`src/sv/vertex_project_to_screen_assert.svh`:
```
// Assertion macros shared by the RTL of the vertex projection block.
// Each macro places one labeled concurrent assertion clocked by clk and
// disabled while arst_n is low.
`ifndef VERTEX_PROJECT_TO_SCREEN_ASSERT_SVH
`define VERTEX_PROJECT_TO_SCREEN_ASSERT_SVH

// Same-cycle implication.
`define VPS_ASSERT_NOW(lbl, ante, cons, msg) \
	lbl: assert property (@(posedge clk) disable iff (!arst_n) (ante) |-> (cons)) \
		else $error(msg);

// Next-cycle implication.
`define VPS_ASSERT_NEXT(lbl, ante, cons, msg) \
	lbl: assert property (@(posedge clk) disable iff (!arst_n) (ante) |=> (cons)) \
		else $error(msg);

`endif

```
`src/sv/vps_ram.sv`:
```
//------------------------------------------------------------------------------
// vps_ram
// Generic single-write, single-read RAM with a registered read port.
//------------------------------------------------------------------------------
`timescale 1ns / 1ps
`default_nettype none

module vps_ram #(
	parameter int WIDTH = 32,
	parameter int DEPTH = 16
) (
	input  wire logic                     clk,
	input  wire logic                     we,
	input  wire logic [$clog2(DEPTH)-1:0] waddr,
	input  wire logic [WIDTH-1:0]         wdata,
	input  wire logic [$clog2(DEPTH)-1:0] raddr,
	output logic      [WIDTH-1:0]         rdata
);

	logic [WIDTH-1:0] mem [DEPTH];

	always_ff @(posedge clk) begin
		if (we) begin
			mem[waddr] <= wdata;
		end
		rdata <= mem[raddr];
	end

endmodule

`default_nettype wire

```
`config.mk`:
```
export PLATFORM = sky130hd
export DESIGN_NAME = vps_ram
export DESIGN_NICKNAME = d
export VERILOG_FILES = /design/src/sv/vertex_project_to_screen_assert.svh /design/src/sv/vps_ram.sv
export SDC_FILE = /design/constraint.sdc
export NUM_CORES = 1
export LEC_CHECK = 0
export ABC_AREA = 1
export BUFFER_PORTS_ARGS = -buffer_cell sky130_fd_sc_hd__buf_2
export CORE_MARGIN = 10
export CORE_UTILIZATION = 38
export CTS_CLUSTER_SIZE = 16
export DETAILED_ROUTE_END_ITERATION = 8
export GPL_TIMING_DRIVEN = 0
export PLACE_DENSITY = 0.51
export SYNTH_ARGS = -nofsm -noshare
export SYNTH_HDL_FRONTEND = slang
export SYNTH_SLANG_ARGS = --single-unit
```
`constraint.sdc`:
```
create_clock -name clk -period 3.6 [get_ports clk]
set_input_delay 0.18 -clock clk [delete_from_list [all_inputs] [get_ports clk]]
set_output_delay 0.18 -clock clk [all_outputs]
set_load 0.01 [all_outputs]
```
Word level (Yosys, flattened, before mapping):

Memory sizes are Yosys's and may differ from the RTL's. A register that Yosys moved wholly into a read port is not among the register bits.
Index checks and enable logic that the tools add are counted.

* muxes and demuxes: 2

Operator list (number)
* two-way mux 1 bit: 2

* bits in writable memories: 512
* bits of input ports: 42
* memories kept: 1
* register bits after elaboration: 0

Memory list
* mem: depth 16, width 32, rd ports 1, clocked after memory_dff 1, write ports 1, RTL line vps_ram.sv:20 `logic [WIDTH-1:0] mem [DEPTH];`

Depth between registers and ports, before layout:

* depth after elaboration: 2
* gate-level depth with buffers: 10

Worst setup path before layout:

OpenSTA, ideal clock, no wires.

* path type: input port to flip-flop
* from: input waddr[2]
* to: memory mem[10][0] (enable)
* cell stages on the path: 2
* setup time: 0.421 ns
* buffers on the path: 0
* path slack: 1.427 ns
* arrival: 1.752 ns
* cells stage by stage: nand3b_1 -> nor2_1

RTL lines
* start, declared: RTL line vps_ram.sv:14 `input wire logic [$clog2(DEPTH)-1:0] waddr,`
* end, declared: RTL line vps_ram.sv:20

Straight into the memory's write port.

Final worst setup path:

* from: input waddr[2]
* to: memory mem[8][2] (enable)

Straight into the memory's write port.

==> metrics.yaml <==
status: "finished, final reports clean"
slew_viol_final: 0
wl_um: 65700
wire_per_inst_um: 21.1
critPathKind: "in2reg"
syn_area_um2: 22700
clock-sinks: 544
dr.pass1.iters: 5
reg2reg_depth: 6
synth.area.mux_share_pct: 0
post-route-period-util_pct: 42.5
max_cap_violations: 0
ctsRootBufferMaster: "clkbuf_16"
start_util_pct: 38.4
rows: 89
hold_start: "raddr[3]"
area_delta_synth_final_pct: 17.6
dieArea_um2: 70000
synth_compound_area_share_pct: 0
synthSimpleGateAreaFrac_pct: 20.0
cts_buffers: 58
synth.yosys.seq_area_share_pct: 70.5
grt_max_degree: 20
p_int_uw: 10700
power.density_nw_per_um2: 520
grt_first_pass_wirelength_um: 95800
netSwitchingFraction_pct: 22.8
r2r-end: "rdata[10]"
stdcell_count: 3121
worstPathArrival_ps: 1850
fmax_mhz: 654
vias: 15260
die_x_um: 265
min_path_cells: 3
grt_overflow_total: 0
drtAntennaViolNets: 0
die_h_um: 265
avgSynthCellArea_um2: 10.7
placedCellCount: 2980
antenna_found_initial: 0
place_congestion: 0.777
hold_class: "in2reg"
synth_top_family_by_area: "simple AND/OR/NAND/NOR gates"
synth_xor_area_share_pct: 0
clkTransAtPathRegs_ps: 60
r2r_slack_ps: 2540
power_frac_comb_pct: 7.2
power_switching_uw: 3180
diodes: 0
clock_path_buffers: 3
rsz0062_at_grt: "false"
vias_per_cell: 4.89
ctsHtreeMaxLevel: 2
setup_viol: 0
place_hpwl_um: 41600
drc: 0
clkPwrFrac_pct: 41.7
leakage_uw: 0.0114
grt_pass1_vias: 14584
finalSetupTns_ps: 0
hold_end: "rdata[0]"
multi_input_area_um2: 4670
peakVddDrop_mv: 0.337
port_buffers: 71
drt-initial-drc-count: 1368
critPathMaxFanout: 18
cts_tree: "built"
synth-adder-area-share_pct: 0
fin_worst_skew_ps: 13.5
core_region_area_um2: 59100
end_kind: "register"
syn_nets: 2162
io_pins: 74
clkLatencyLatePin_ps: 620
relSlewSlack_pct: 23.8
regArea_um2: 16000
sequentialPowerShare_pct: 51.1
yosysWarningCount: 0
required_ps: 3920
yosysUniqueCellTypes: 15
fill_cells: 5378
start_kind: "primary input"
drive_above_1_share_pct: 11.2
syn_inst: 2120
worstMarginPinSlew_ps: 1140
crit-reg2reg-launch: "mem[13][10]"
ys_ff_latch: 544
hold_viol: 0
grt_usage_pct: 18.5
period_minus_slack_ps: 1530
fin_nets: 2341
[cell type report]
class / instances / share of cell area (%)
Buffer: 105 / 2.63
Clock buffer: 88 / 6.15
Clock inverter: 21 / 0.725
Inverter: 390 / 5.49
Multi-Input combinational cell: 1081 / 17.5
Sequential cell: 544 / 59.9
Tap cell: 773 / 3.62
Timing Repair Buffer: 119 / 4.03
[logic make-up after synthesis]
group                  Yosys count
and+or+nand+nor               1081
DFF                            544
buffers and inverters          495
[per-layer routing]
metal  share of wire (%)  vias up  routed length [um]  GRT usage [%]
li1                    -     7221                   -              -
met2                  45      553               29700           29.2
met5                   0        -                   0              0
met4                 2.5        0                1630           6.03
met1                  45     7385               29500           25.5
met3                 7.4      101                4850           3.10
[power by group through the flow]
stage	Clock (uW)	Sequential [uW]	Combinational [uW]
2_1_floorplan	0	7270	483
3_3_place_gp	0	7250	935
3_5_place_dp	0	7250	977
4_1_cts	5890	7110	1010
5_1_grt	6180	7120	1090
6_report	5790	7110	1000
[registers in the layout, summed over array words and instances (netlist names)]
register and flops:
mem 512, rdata 32
[worst max-delay path, cell delays in order]
cell and delay (ps):
buf_2 130, nand3b_1 400, nor2_4 860, buf_16 250
[synth_stat cells]
master / n / share of area [%]
inv_2: 1 / 0.016
nand3b_1: 2 / 0.066
clkbuf_1: 14 / 0.23
buf_1: 14 / 0.23
inv_1: 388 / 6.4
nand2_1: 677 / 11
buf_4: 6 / 0.20
buf_12: 1 / 0.088
dfxtp_1: 32 / 2.8
buf_2: 41 / 0.90
edfxtp_1: 512 / 68
buf_6: 29 / 1.4
inv_4: 1 / 0.028
nor2_1: 17 / 0.28
nand3_1: 385 / 8.5
[stage by stage]
stage          cell area [um2]  util, %  hold WS, ps  setup WS [ps]  total power [uW]
5_1_grt                  26700     45.2          157           2000             14400
4_1_cts                  26700     45.2          149           2090             14000
3_3_place_gp             24100     40.7          565           -580              8180
2_1_floorplan            22700        -          279           1430              7750
6_report                 26700     45.2          154           2070             13900
3_5_place_dp             24600     41.6          568           1450              8220
[cells in the final DEF, fill, tap and decap left out]
cell | Yosys | final
clkbuf_1 | 14 | 36
nand2_1 | 677 | 677
inv_2 | 1 | 1
buf_12 | 1 | 6
buf_4 | 6 | 6
edfxtp_1 | 512 | 512
clkinv_1 | 0 | 7
clkbuf_8 | 0 | 8
dlygate4sd3_1 | 0 | 32
clkbuf_16 | 0 | 58
nor2_4 | 0 | 16
nand3b_1 | 2 | 2
clkinv_8 | 0 | 1
buf_1 | 14 | 14
inv_4 | 1 | 1
buf_16 | 0 | 11
buf_2 | 41 | 112
clkinv_2 | 0 | 7
inv_6 | 0 | 3
nor2_1 | 17 | 1
dfxtp_1 | 32 | 32
bufinv_16 | 0 | 3
inv_1 | 388 | 388
buf_6 | 29 | 29
nand3_1 | 385 | 385
[worst max-delay path by stage]
stage / cells after the start / slack (ps) / to / from
floorplan: 2 / 1430 / mem[10][0] / waddr[2]
global placement: 3 / -580 / mem[8][13] / waddr[2]
detailed placement: 4 / 1450 / mem[8][7] / waddr[2]
CTS: 4 / 2090 / mem[8][2] / waddr[2]
global route: 4 / 2000 / mem[8][2] / waddr[2]
finish: 4 / 2070 / mem[8][2] / waddr[2]
[repair_timing]
| action | in CTS | in global routing |
|---|---|---|
| endpoints found under the hold margin | 512 | 0 |
| setup endpoints to repair | 0 | 0 |
| resized for setup | 0 | 0 |
| buffers inserted | 0 | 0 |
| hold buffers | 32 | 0 |
(Power assumes the default switching activity.)
